`src/hdl/ctrs_pkg.sv`:
```
// Shared types and constants of the color temperature ramp scaler.
package ctrs_pkg;

  // Gain format: unsigned Q16, 0 .. 1.0
  localparam int unsigned GAIN_W = 17;
  localparam logic [GAIN_W-1:0] GAIN_ONE  = 17'd65536;
  localparam logic [GAIN_W-1:0] GAIN_ZERO = 17'd0;

  // Channel codes
  localparam logic [1:0] CH_RED   = 2'd0;
  localparam logic [1:0] CH_GREEN = 2'd1;
  localparam logic [1:0] CH_BLUE  = 2'd2;

  // Register index (byte address bit 2)
  localparam logic CFG_IDX_KELVIN = 1'b0;
  localparam logic [15:0] KELVIN_RESET = 16'd6500;
  localparam logic [15:0] KELVIN_MIN   = 16'd1000;
  localparam logic [15:0] KELVIN_MAX   = 16'd40000;
  localparam logic [15:0] KELVIN_KNEE  = 16'd6600;
  localparam logic [15:0] KELVIN_BLUE0 = 16'd1900;

  // ln 2 in Q32; curve fit constants scaled by 1e8
  localparam logic [31:0] LN2_Q32 = 32'd2977044472;
  localparam logic [34:0] A_GRN   = 35'd9947080259;
  localparam logic [34:0] B_GRN   = 35'd16111956817;
  localparam logic [34:0] A_BLU   = 35'd13851773122;
  localparam logic [34:0] B_BLU   = 35'd30504479273;
  localparam logic [34:0] C_RED   = 35'd32969872745;
  localparam logic [34:0] C_GRN   = 35'd28812216953;
  localparam logic [23:0] EX_RED  = 24'd13320476;
  localparam logic [23:0] EX_GRN  = 24'd7551485;

  // Fixed divisors: 1e8, and 255e8 taken as a shift by 8 then 99609375
  localparam logic [26:0] E8     = 27'd100000000;
  localparam logic [26:0] DEN_LO = 27'd99609375;
  // Reciprocals floor(2^58 / d)
  localparam logic [31:0] E8_RCP     = 32'((64'd1 << 58) / 64'd100000000);
  localparam logic [31:0] DEN_LO_RCP = 32'((64'd1 << 58) / 64'd99609375);

  // Status from the gain calculator to the datapath
  typedef struct packed {
    logic              busy;
    logic [GAIN_W-1:0] gain_r;
    logic [GAIN_W-1:0] gain_g;
    logic [GAIN_W-1:0] gain_b;
  } ctrs_calc_t;

endpackage

```
`src/hdl/ctrs_gain_calc.sv`:
```
// Sequencer that derives the three channel gains from the white point.
module ctrs_gain_calc (
  input  logic               clk,
  input  logic               rst,
  input  logic               start,
  input  logic [15:0]        kelvin,
  output ctrs_pkg::ctrs_calc_t calc
);
  import ctrs_pkg::*;

  typedef enum logic [28:0] {
    S_IDLE     = 29'h0000001,
    S_START    = 29'h0000002,
    S_CH       = 29'h0000004,
    S_LN_INIT  = 29'h0000008,
    S_LN_Z2    = 29'h0000010,
    S_LN_SQ    = 29'h0000020,
    S_LN_TERM  = 29'h0000040,
    S_LN_TDIV  = 29'h0000080,
    S_LN_ACC   = 29'h0000100,
    S_LN_DONE  = 29'h0000200,
    S_PMUL     = 29'h0000400,
    S_POW_DIV  = 29'h0000800,
    S_EXP_INIT = 29'h0001000,
    S_EXP_MUL  = 29'h0002000,
    S_EXP_DIV  = 29'h0004000,
    S_EXP_ACC  = 29'h0008000,
    S_EXP_FIN  = 29'h0010000,
    S_MLO      = 29'h0020000,
    S_MHI      = 29'h0040000,
    S_MADD     = 29'h0080000,
    S_GAIN     = 29'h0100000,
    S_GAIN_FIN = 29'h0200000,
    S_NEXT     = 29'h0400000,
    S_DIV      = 29'h0800000,
    S_RCP_MUL  = 29'h1000000,
    S_RCP_Q    = 29'h2000000,
    S_RCP_BACK = 29'h4000000,
    S_RCP_REM  = 29'h8000000,
    S_RCP_FIX  = 29'h10000000
  } state_t;

  state_t state, div_ret;

  logic [15:0]        kel;
  logic [1:0]         gch;
  logic [15:0]        n;
  logic               is100;
  logic               mode_pow;
  logic [4:0]         e_r;
  logic [39:0]        ln100;
  logic [31:0]        lval;
  logic [31:0]        z2;
  logic [31:0]        term;
  logic [33:0]        sum;
  logic [33:0]        esum;
  logic [31:0]        xq;
  logic [4:0]         kk;
  logic [63:0]        mul_q;
  logic [63:0]        acc;
  logic [63:0]        num;
  logic [34:0]        div_rem;
  logic [63:0]        div_quo;
  logic [34:0]        div_dvs;
  logic [5:0]         div_cnt;
  logic [57:0]        cx;
  logic [31:0]        cq;
  logic [57:0]        cr;
  logic               cdiv_gain;
  logic [GAIN_W-1:0]  gain [3];

  // Leading one of n
  logic [4:0]  e_c;
  logic [16:0] p_c;
  always_comb begin
    e_c = 5'd0;
    for (int i = 0; i < 16; i++) begin
      if (n[i]) e_c = 5'(i);
    end
    p_c = 17'd1 << e_c;
  end

  // ln(n) in Q32 and its distance above ln(100), also in Q32 (taken to Q24 by a shift of 8)
  logic [39:0] ln_u;
  logic [39:0] ln_d;
  assign ln_u = 40'(e_r) * 40'(LN2_Q32) + {5'd0, sum, 1'b0};
  assign ln_d = ln_u - ln100;

  // Curve constants for the channel in work
  logic [34:0] cst;
  logic [34:0] bq;
  logic [23:0] exq;
  always_comb begin
    case (gch)
      CH_RED:   cst = C_RED;
      CH_GREEN: cst = mode_pow ? C_GRN : A_GRN;
      CH_BLUE:  cst = A_BLU;
      default:  cst = 35'd0;
    endcase
    bq  = (gch == CH_GREEN) ? B_GRN : B_BLU;
    exq = (gch == CH_RED) ? EX_RED : EX_GRN;
  end

  // Fixed divisor and its reciprocal
  logic [26:0] cd;
  logic [31:0] cm;
  assign cd = cdiv_gain ? DEN_LO : E8;
  assign cm = cdiv_gain ? DEN_LO_RCP : E8_RCP;

  // Shared 32x32 multiplier operands
  logic [31:0] mul_a, mul_b;
  always_comb begin
    case (state)
      S_LN_Z2:    begin mul_a = div_quo[31:0];       mul_b = div_quo[31:0]; end
      S_LN_TERM:  begin mul_a = term;                mul_b = z2;            end
      S_EXP_MUL:  begin mul_a = term;                mul_b = xq;            end
      S_PMUL:     begin mul_a = {8'd0, exq};         mul_b = lval;          end
      S_MLO:      begin mul_a = cst[31:0];           mul_b = lval;          end
      S_MHI:      begin mul_a = {29'd0, cst[34:32]}; mul_b = lval;          end
      S_RCP_MUL:  begin mul_a = cx[57:26];           mul_b = cm;            end
      S_RCP_BACK: begin mul_a = cq;                  mul_b = {5'd0, cd};    end
      default:    begin mul_a = 32'd0;               mul_b = 32'd0;         end
    endcase
  end

  // Restoring divider step, one quotient bit per cycle
  logic [35:0] rem_sh;
  logic        rem_ge;
  assign rem_sh = {div_rem, div_quo[63]};
  assign rem_ge = rem_sh >= {1'b0, div_dvs};

  // Gain rounding to Q16
  logic [63:0] q16w;
  assign q16w = (div_quo + 64'd128) >> 8;

  always_ff @(posedge clk) begin
    mul_q <= mul_a * mul_b;
    if (rst || start) begin
      state <= S_START;
    end else begin
      case (state)
        S_IDLE: begin
          state <= S_IDLE;
        end
        S_START: begin
          if (kelvin < KELVIN_MIN)      kel <= KELVIN_MIN;
          else if (kelvin > KELVIN_MAX) kel <= KELVIN_MAX;
          else                          kel <= kelvin;
          n     <= 16'd100;
          is100 <= 1'b1;
          gch   <= CH_RED;
          state <= S_LN_INIT;
        end
        S_CH: begin
          state <= S_LN_INIT;
          case (gch)
            CH_RED: begin
              if (kel <= KELVIN_KNEE) begin
                gain[gch] <= GAIN_ONE;
                state     <= S_NEXT;
              end else begin
                n        <= kel - 16'd6000;
                mode_pow <= 1'b1;
              end
            end
            CH_GREEN: begin
              if (kel <= KELVIN_KNEE) begin
                n        <= kel;
                mode_pow <= 1'b0;
              end else begin
                n        <= kel - 16'd6000;
                mode_pow <= 1'b1;
              end
            end
            default: begin
              if (kel >= KELVIN_KNEE) begin
                gain[gch] <= GAIN_ONE;
                state     <= S_NEXT;
              end else if (kel <= KELVIN_BLUE0) begin
                gain[gch] <= GAIN_ZERO;
                state     <= S_NEXT;
              end else begin
                n        <= kel - 16'd1000;
                mode_pow <= 1'b0;
              end
            end
          endcase
        end
        // z = (n - p) / (n + p)
        S_LN_INIT: begin
          e_r     <= e_c;
          div_rem <= 35'd0;
          div_quo <= {16'd0, 16'(17'(n) - p_c), 32'd0};
          div_dvs <= 35'(17'(n) + p_c);
          div_cnt <= 6'd0;
          div_ret <= S_LN_Z2;
          state   <= S_DIV;
        end
        S_LN_Z2: begin
          term  <= div_quo[31:0];
          sum   <= {2'd0, div_quo[31:0]};
          state <= S_LN_SQ;
        end
        S_LN_SQ: begin
          z2    <= mul_q[63:32];
          kk    <= 5'd3;
          state <= S_LN_TERM;
        end
        S_LN_TERM: begin
          state <= S_LN_TDIV;
        end
        S_LN_TDIV: begin
          term    <= mul_q[63:32];
          div_rem <= 35'd0;
          div_quo <= {32'd0, mul_q[63:32]};
          div_dvs <= 35'(kk);
          div_cnt <= 6'd0;
          div_ret <= S_LN_ACC;
          state   <= S_DIV;
        end
        S_LN_ACC: begin
          sum <= sum + div_quo[33:0];
          if (kk == 5'd31) begin
            state <= S_LN_DONE;
          end else begin
            kk    <= kk + 5'd2;
            state <= S_LN_TERM;
          end
        end
        S_LN_DONE: begin
          if (is100) begin
            ln100 <= ln_u;
            is100 <= 1'b0;
            state <= S_CH;
          end else begin
            lval  <= (ln_u > ln100) ? ln_d[39:8] : 32'd0;
            state <= mode_pow ? S_PMUL : S_MLO;
          end
        end
        S_PMUL: begin
          state <= S_POW_DIV;
        end
        // exponent magnitude: product / 1e8
        S_POW_DIV: begin
          cx        <= mul_q[57:0];
          cdiv_gain <= 1'b0;
          div_ret   <= S_EXP_INIT;
          state     <= S_RCP_MUL;
        end
        // first series term is x itself
        S_EXP_INIT: begin
          if (|div_quo[63:24]) begin
            xq   <= 32'hFFFF_FFFF;
            term <= 32'hFFFF_FFFF;
            esum <= 34'h1_0000_0000 - 34'h0_FFFF_FFFF;
          end else begin
            xq   <= {div_quo[23:0], 8'd0};
            term <= {div_quo[23:0], 8'd0};
            esum <= 34'h1_0000_0000 - {2'd0, div_quo[23:0], 8'd0};
          end
          kk    <= 5'd2;
          state <= S_EXP_MUL;
        end
        S_EXP_MUL: begin
          state <= S_EXP_DIV;
        end
        S_EXP_DIV: begin
          div_rem <= 35'd0;
          div_quo <= {32'd0, mul_q[63:32]};
          div_dvs <= 35'(kk);
          div_cnt <= 6'd0;
          div_ret <= S_EXP_ACC;
          state   <= S_DIV;
        end
        S_EXP_ACC: begin
          term <= div_quo[31:0];
          if (kk[0]) esum <= esum - {2'd0, div_quo[31:0]};
          else       esum <= esum + {2'd0, div_quo[31:0]};
          if (kk == 5'd20) begin
            state <= S_EXP_FIN;
          end else begin
            kk    <= kk + 5'd1;
            state <= S_EXP_MUL;
          end
        end
        S_EXP_FIN: begin
          lval  <= esum[33] ? 32'd0 : {7'd0, esum[32:8]};
          state <= S_MLO;
        end
        // 35x32 product in two passes
        S_MLO: begin
          state <= S_MHI;
        end
        S_MHI: begin
          acc   <= mul_q;
          state <= S_MADD;
        end
        S_MADD: begin
          num   <= acc + {mul_q[31:0], 32'd0}
                   - (mode_pow ? 64'd0 : {5'd0, bq, 24'd0});
          state <= S_GAIN;
        end
        // gain in Q24: (num >> 8) / 99609375
        S_GAIN: begin
          if (num[63] || num == 64'd0) begin
            gain[gch] <= GAIN_ZERO;
            state     <= S_NEXT;
          end else begin
            cx        <= {2'd0, num[63:8]};
            cdiv_gain <= 1'b1;
            div_ret   <= S_GAIN_FIN;
            state     <= S_RCP_MUL;
          end
        end
        S_GAIN_FIN: begin
          gain[gch] <= (q16w > 64'(GAIN_ONE)) ? GAIN_ONE : q16w[GAIN_W-1:0];
          state     <= S_NEXT;
        end
        S_NEXT: begin
          if (gch == CH_BLUE) begin
            state <= S_IDLE;
          end else begin
            gch   <= gch + 2'd1;
            state <= S_CH;
          end
        end
        S_DIV: begin
          div_rem <= rem_ge ? 35'(rem_sh - {1'b0, div_dvs}) : rem_sh[34:0];
          div_quo <= {div_quo[62:0], rem_ge};
          div_cnt <= div_cnt + 6'd1;
          if (div_cnt == 6'd63) state <= div_ret;
        end
        // Fixed divisor: reciprocal estimate, low by at most two, then corrected
        S_RCP_MUL: begin
          state <= S_RCP_Q;
        end
        S_RCP_Q: begin
          cq    <= mul_q[63:32];
          state <= S_RCP_BACK;
        end
        S_RCP_BACK: begin
          state <= S_RCP_REM;
        end
        S_RCP_REM: begin
          cr    <= cx - mul_q[57:0];
          state <= S_RCP_FIX;
        end
        S_RCP_FIX: begin
          if (cr >= {31'd0, cd}) begin
            cr <= cr - {31'd0, cd};
            cq <= cq + 32'd1;
          end else begin
            div_quo <= {32'd0, cq};
            state   <= div_ret;
          end
        end
        default: begin
          state <= S_START;
        end
      endcase
    end
  end

  assign calc.busy   = (state != S_IDLE);
  assign calc.gain_r = gain[0];
  assign calc.gain_g = gain[1];
  assign calc.gain_b = gain[2];

endmodule

```
`config.mk`:
```
export PLATFORM = sky130hd
export DESIGN_NAME = ctrs_gain_calc
export DESIGN_NICKNAME = d
export VERILOG_FILES = /design/src/hdl/ctrs_pkg.sv /design/src/hdl/ctrs_gain_calc.sv
export SDC_FILE = /design/constraint.sdc
export NUM_CORES = 2
export LEC_CHECK = 0
export ABC_CLOCK_PERIOD_IN_PS = 9950
export BUFFER_PORTS_ARGS = -buffer_cell sky130_fd_sc_hd__buf_2
export CAP_MARGIN = 5
export CORE_ASPECT_RATIO = 0.75
export CORE_UTILIZATION = 50
export CTS_CLUSTER_DIAMETER = 30
export DETAILED_ROUTE_END_ITERATION = 7
export PLACE_DENSITY_LB_ADDON = 0.3
export REMOVE_ABC_BUFFERS = 1
export SYNTH_ARGS = -nofsm -noshare
export SYNTH_HDL_FRONTEND = slang
export SYNTH_SLANG_ARGS = --single-unit
```
`constraint.sdc`:
```
create_clock -name clk -period 9.95 [get_ports clk]
set_input_delay 1.4925 -clock clk [delete_from_list [all_inputs] [get_ports clk]]
set_output_delay 1.4925 -clock clk [all_outputs]
set_load 0.03 [all_outputs]
```
After elaboration in Yosys (flattened, before gate mapping)
Memories as Yosys holds them, arrays and structs flattened.
Cells that the tools add are included.

storage, ports and cells
  output and inout bits = 52
  memory bits (writable) = 51
  flip-flop bits (word level) = 821
  memories kept = 1
  word-level logic and storage cells = 276
  bits of input ports = 19

memories
  memory  words  width  read ports  clocked after Yosys merged registers in  wr ports  RTL line              RTL
  gain    3      17     3           0                                        1         ctrs_gain_calc.sv:70  logic [GAIN_W-1:0] gain [3];

operators by class
  bitwise operators = 5
  $mul = 2
  reductions and logical operators = 51
  $add $sub $neg = 21
  shifts and indexed selects = 1
  mux-type cells = 109
  $lt $le $gt $ge = 9
  eq/ne operators = 49

operator list
  operator                                        count
  case mux 29 bit (27 select lines)               1
  case mux 64 bit (4 select lines)                1
  case mux 58 bit (2 select lines)                2
  case mux 32 bit (7 select lines)                1
  case mux 32 bit (6 select lines)                1
  case mux 29 bit (5 select lines)                1
  case mux 35 bit (2 select lines)                2
  case mux 34 bit (2 select lines)                2
  2-to-1 mux 32 bit                               4
  case mux 32 bit (2 select lines)                2
  2-to-1 mux 58 bit                               2
  2-to-1 mux 35 bit                               3
  case mux 35 bit (3 select lines)                1
  2-to-1 mux 17 bit                               6
  case mux 32 bit (3 select lines)                1
  2-to-1 mux 29 bit                               3
  2-to-1 mux 16 bit                               5
  2-to-1 mux 5 bit                                15
  2-to-1 mux 23 bit                               3
  2-to-1 mux 34 bit                               2
  adder 64 bit                                    1
  adder 64 x 8 -> 64 bit (second input constant)  1
  logical NOT 64 bit                              1
  multiplier 32 x 32 -> 64 bit                    1
  99 further kinds                                185

Logic depth before layout (Yosys ltp)
  word-level depth = 18
  gate-level depth with buffers = 45
  depth with buffers taken out = 41

Worst setup path after synthesis
Ideal clock, no wire load.

  path type = register -> register
  start point = register state[8]
  end point = register mul_q[63]
  cell stages (with the launch flop) = 42
  period minus slack after synthesis = 9957 ps
  data arrival time = 9888 ps
  slack = -7 ps
  cell sequence = dfxtp_1 > or3_1 > nor4_2 > nand2_1 > nor3_1 > inv_1 > nor2_1 > and4b_1 > clkbuf_1 > buf_4 > buf_2 > nand2_1 > nand2_1 > a211oi_1 > clkbuf_1 > nor2_1 > fa_1 > fa_1 > [6 not listed] > fa_1 > inv_1 > fa_1 > inv_1 > ha_1 > clkbuf_1 > and4_1 > nand2_1 > a2111o_1 > a31o_2 > a31oi_1 > a21oi_1 > a211o_1 > a21o_1 > a21oi_1 > o21ai_0 > a41o_1 > a21oi_1

on the way
  longest elaborated chain between the ends = 4
  elaborated cells on any way between the ends = 13
  those cells by class = mul (1); eq/ne (8); mux (2); reduce/logical (2)

RTL lines
  item                                                                                         RTL line               RTL
  start: declaration                                                                           ctrs_gain_calc.sv:43   state_t state, div_ret;
  start signal: assignment                                                                     ctrs_gain_calc.sv:237  state <= mode_pow ? S_PMUL : S_MLO;
  equality test 29 x 19 -> 1 bit, or another cell as far along                                 ctrs_gain_calc.sv:113  case (state)
  OR reduction 3 bit (no source line) / OR reduction 2 bit (equally long branches)             n/a
  case mux 32 bit (6 select lines) / case mux 32 bit (7 select lines) (equally long branches)  ctrs_gain_calc.sv:113
  multiplier 32 x 32 -> 64 bit (*)                                                             ctrs_gain_calc.sv:137  mul_q <= mul_a * mul_b;
  end signal: assignment                                                                       ctrs_gain_calc.sv:137
  end: declaration                                                                             ctrs_gain_calc.sv:59   logic [63:0] mul_q;

Every way passes the cells marked *; elsewhere a longest branch is shown, timed or not.
A chain may end at the register's enable or synchronous reset.

Worst setup path after layout
  start point = register state[23]
  end point = register mul_q[63]

Same word-level chain as after synthesis.

==> key figures <==
Timing
  – Final Hold Fails: 0
  – Rel. slew slack: 6.19%
  – Setup_tns: -2.16 ns
  – Slew @ Worst Pin: 1.39 ns
  – Worst clock skew: 0.0750 ns
  – Final worst slack: -0.311 ns
  – Worst hold slack: 0.414 ns
  – Tcrit/Tclk final: 103%
  – Final setup fails: 12
  – Unrepaired setup endpoints after global routing: true
  – Fmax: approximately 97 MHz
  – Minimum clock period after layout: 10.26 ns
  – Max-slew violation count: 0

Clock tree
  – CTS Root Cell: clkbuf_16
  – TritonCTS Sinks: 818
  – TritonCTS Buffers: 185
  – CTS H-tree depth: 4
  – CTS tree: yes
  – Worst skew pair latency: 0.82 ns
  – Longest Clk Path Bufs: 3
  – Hold buffers post-CTS: 0
  – Worst-path clk slew: 0.05 ns

Logic synthesis
  – Top-area cell type share of the netlist area: between 20 and 30%
  – Most frequent cell after synthesis: inv_1
  – Commonest cells in the synthesized netlist: inv_1, nand2_1, nor2_1
  – Mapped Area: between 80000 and 90000 µm²
  – Dominant cell type by area after synthesis: edfxtp_1
  – Top FF cell, synth: edfxtp_1
  – Synthesized area per cell: 9.11 µm²
  – Warnings from Yosys: 0
  – Synthesized flop and latch total: approximately 800
  – Yosys cell types: 87
  – Post-synth EDFFs: 725
  – Syn Inst Count: 9499
  – Sequential share of the synthesized area: 27.3%
  – Post-synthesis async set-or-reset flop share: 0%
  – Synth area leaders: edfxtp_1, fa_1, ha_1

Critical path
  – Crit path DAT: 11.00 ns
  – Crit path max fanout: 8
  – Slowest stage delay, CP: 0.56 ns
  – Critical path data required time: 10.69 ns
  – Critical path capture point type: register
  – Crit path launch type: register
  – Crit path kind: reg -> reg
  – Crit-path slowest cell: fa_1
  – R2R cell count: 43
  – Crit path top cell by count: fa_1

Routing
  – Drc violations: 0
  – Via count: between 70000 and 80000
  – Routed length per instance: between 20 and 30 µm
  – Number of antenna-violating nets in the routed design: 0
  – First drt pass iteration count: 8
  – Drt via density: 5.95
  – DRT iter0 DRCs: slightly below 10000
  – Final wirelength: 318 mm

Finish
  – Multi-input gate area: between 50000 and 60000 µm²
  – Final core utilization: 60.9%
  – Layout cells sized above 1: 15.9%
  – Filler Cell Count: between 10000 and 15000
  – Area occupied by registers: 23600 µm²
  – Synth-to-Final Area Change: 20.3%
  – Nets: 11800
  – Fin cells: 12600

Die
  – Top Ports: between 70 and 80
  – DIE AREA: 175000 µm²
  – Initial core utilization: 50.6%
  – Die height: 362 µm
  – Num rows: roughly 130
  – Core ar.: ~170000 µm²
  – Die width: ~480 µm

Run
  – Max_cap viols: 0

GRT
  – Vias in the first global route: 73500
  – GRT Resource Usage Total: a little over a third
  – Largest net degree at the start of global routing: 81
  – First-pass GRT wire length: 472 mm
  – GR Overflow Total: 0
  – Initial antenna violation count: 14

Min path
  – Hold crit path type: reg -> reg
  – Hold path depth: 0

Power and ir drop
  – Comb power frac: 2.2%
  – VDD IR max: 0.142 mV
  – Int Power: 0.00791 W
  – Leakage: 45.8 nW
  – Pwr Density: 98.4 nW/µm²
  – Sequential power share: 36.3%
  – Clock Power Share: 61.5%
  – Sw Ratio: a little under a quarter
  – P_sw: 0.00233 W

Status
  – Failing checks: negative setup slack
  – Outcome: complete, but fails checks

Place
  – Dpl cells: 12200
  – Port-buffer cells: 70
  – Final RePlAce weighted congestion: about 1.1
  – DP Worst Slack: -1.25 ns
  – DP HPWL: 255 mm
[routing by layer]
metal	vias to the layer above	wire length [µm]	GRT usage, %
met5	-	124	0
met4	12	13700	12.8
met3	774	47200	14.6
met2	4448	126000	50.3
met1	36700	131000	51.1
li1	33100	-	-
[cell usage in the layout, fill, tap and decap left out, types with 81 or more instances in the layout]
cell       instances
inv_1           1401
nand2_1         1105
nor2_1           912
fa_1             894
edfxtp_1         725
buf_4            685
ha_1             612
a21oi_1          447
o21ai_0          381
xnor2_1          341
clkbuf_16        191
xor2_1           183
a21o_1           180
nand3_1          131
nand4_1          125
nor3_1           115
buf_12            88
dfxtp_1           87
and2_1            81
[logic make-up (layout without fill, tap and decap cells)]
group	Yosys count	count (layout)	synth area share, %
AND/OR/NAND/NOR	3035	3035	15.8
buffers and inverters	1870	2708	8.22
AO/OA/AOI/OAI	1660	1660	12.3
adder cells (fa/ha/maj)	1576	1576	30.9
flip-flops	818	818	27.3
XOR/XNOR	527	527	5.34
multiplexers	12	12	0.148
other	1	10	0.00434
[final timing paths]
kind                                start   endpoint  slack (ns)
worst max-delay path            state[23]  mul_q[63]       -0.31
worst min-delay path            mul_q[14]    acc[14]        0.41
worst max register to register  state[23]  mul_q[63]       -0.31
worst min register to register  mul_q[14]    acc[14]        0.41
[power groups by stage]
| stage | clock [W] | combinational (W) | sequential [W] |
|---|---|---|---|
| finish | 0.00629 | 0.000222 | 0.00372 |
| global route | 0.00650 | 0.000242 | 0.00372 |
| CTS | 0.00633 | 0.000215 | 0.00372 |
| detailed placement | 0 | 0.000212 | 0.00378 |
| global placement | 0 | 0.000208 | 0.00378 |
| floorplan | 0 | 0.000143 | 0.00378 |
[flip-flops by register name, summed over array words and instances (netlist names), 29 cells and up]
name / count
acc: 64
cq: 32
cr: 58
cx: 58
div_quo: 64
div_rem: 35
esum: 34
gain: 51
ln100: 36
lval: 32
mul_q: 64
num: 64
state: 29
sum: 34
term: 32
z2: 32
[critical path: cells and delay by family (launching register included)]
kind / cells / cell delay, ns
AO/OA/AOI/OAI: 11 / 2.33
adder cells (fa/ha/maj): 9 / 4.27
buffers and inverters: 13 / 1.34
flip-flops: 1 / 0.31
AND/OR/NAND/NOR: 10 / 1.95
[stage by stage]
stage	cell area, µm²	power (W)
2_1_floorplan	84800	0.00393
3_3_place_gp	94900	0.00399
3_5_place_dp	94900	0.00400
4_1_cts	102000	0.0103
5_1_grt	104000	0.0105
6_report	104000	0.0102
[area by class of cell]
cell class                      count  area share, %
Antenna cell                        7         0.0168
Inverter                         1445           5.22
Tap cell                         2261           2.72
Clock buffer                      208           4.63
Timing Repair Buffer              915           7.81
Multi-Input combinational cell   6813           55.3
Clock inverter                    140           1.53
Sequential cell                   818           22.7
[timing repair]
item                       in CTS  in global routing
gates resized for setup       104                411
buffers inserted               11                 79
setup endpoints to repair      32                 33
pin swaps                      35                265
cloned                          0                  2
Note: power is estimated with default switching activity, not from simulation.
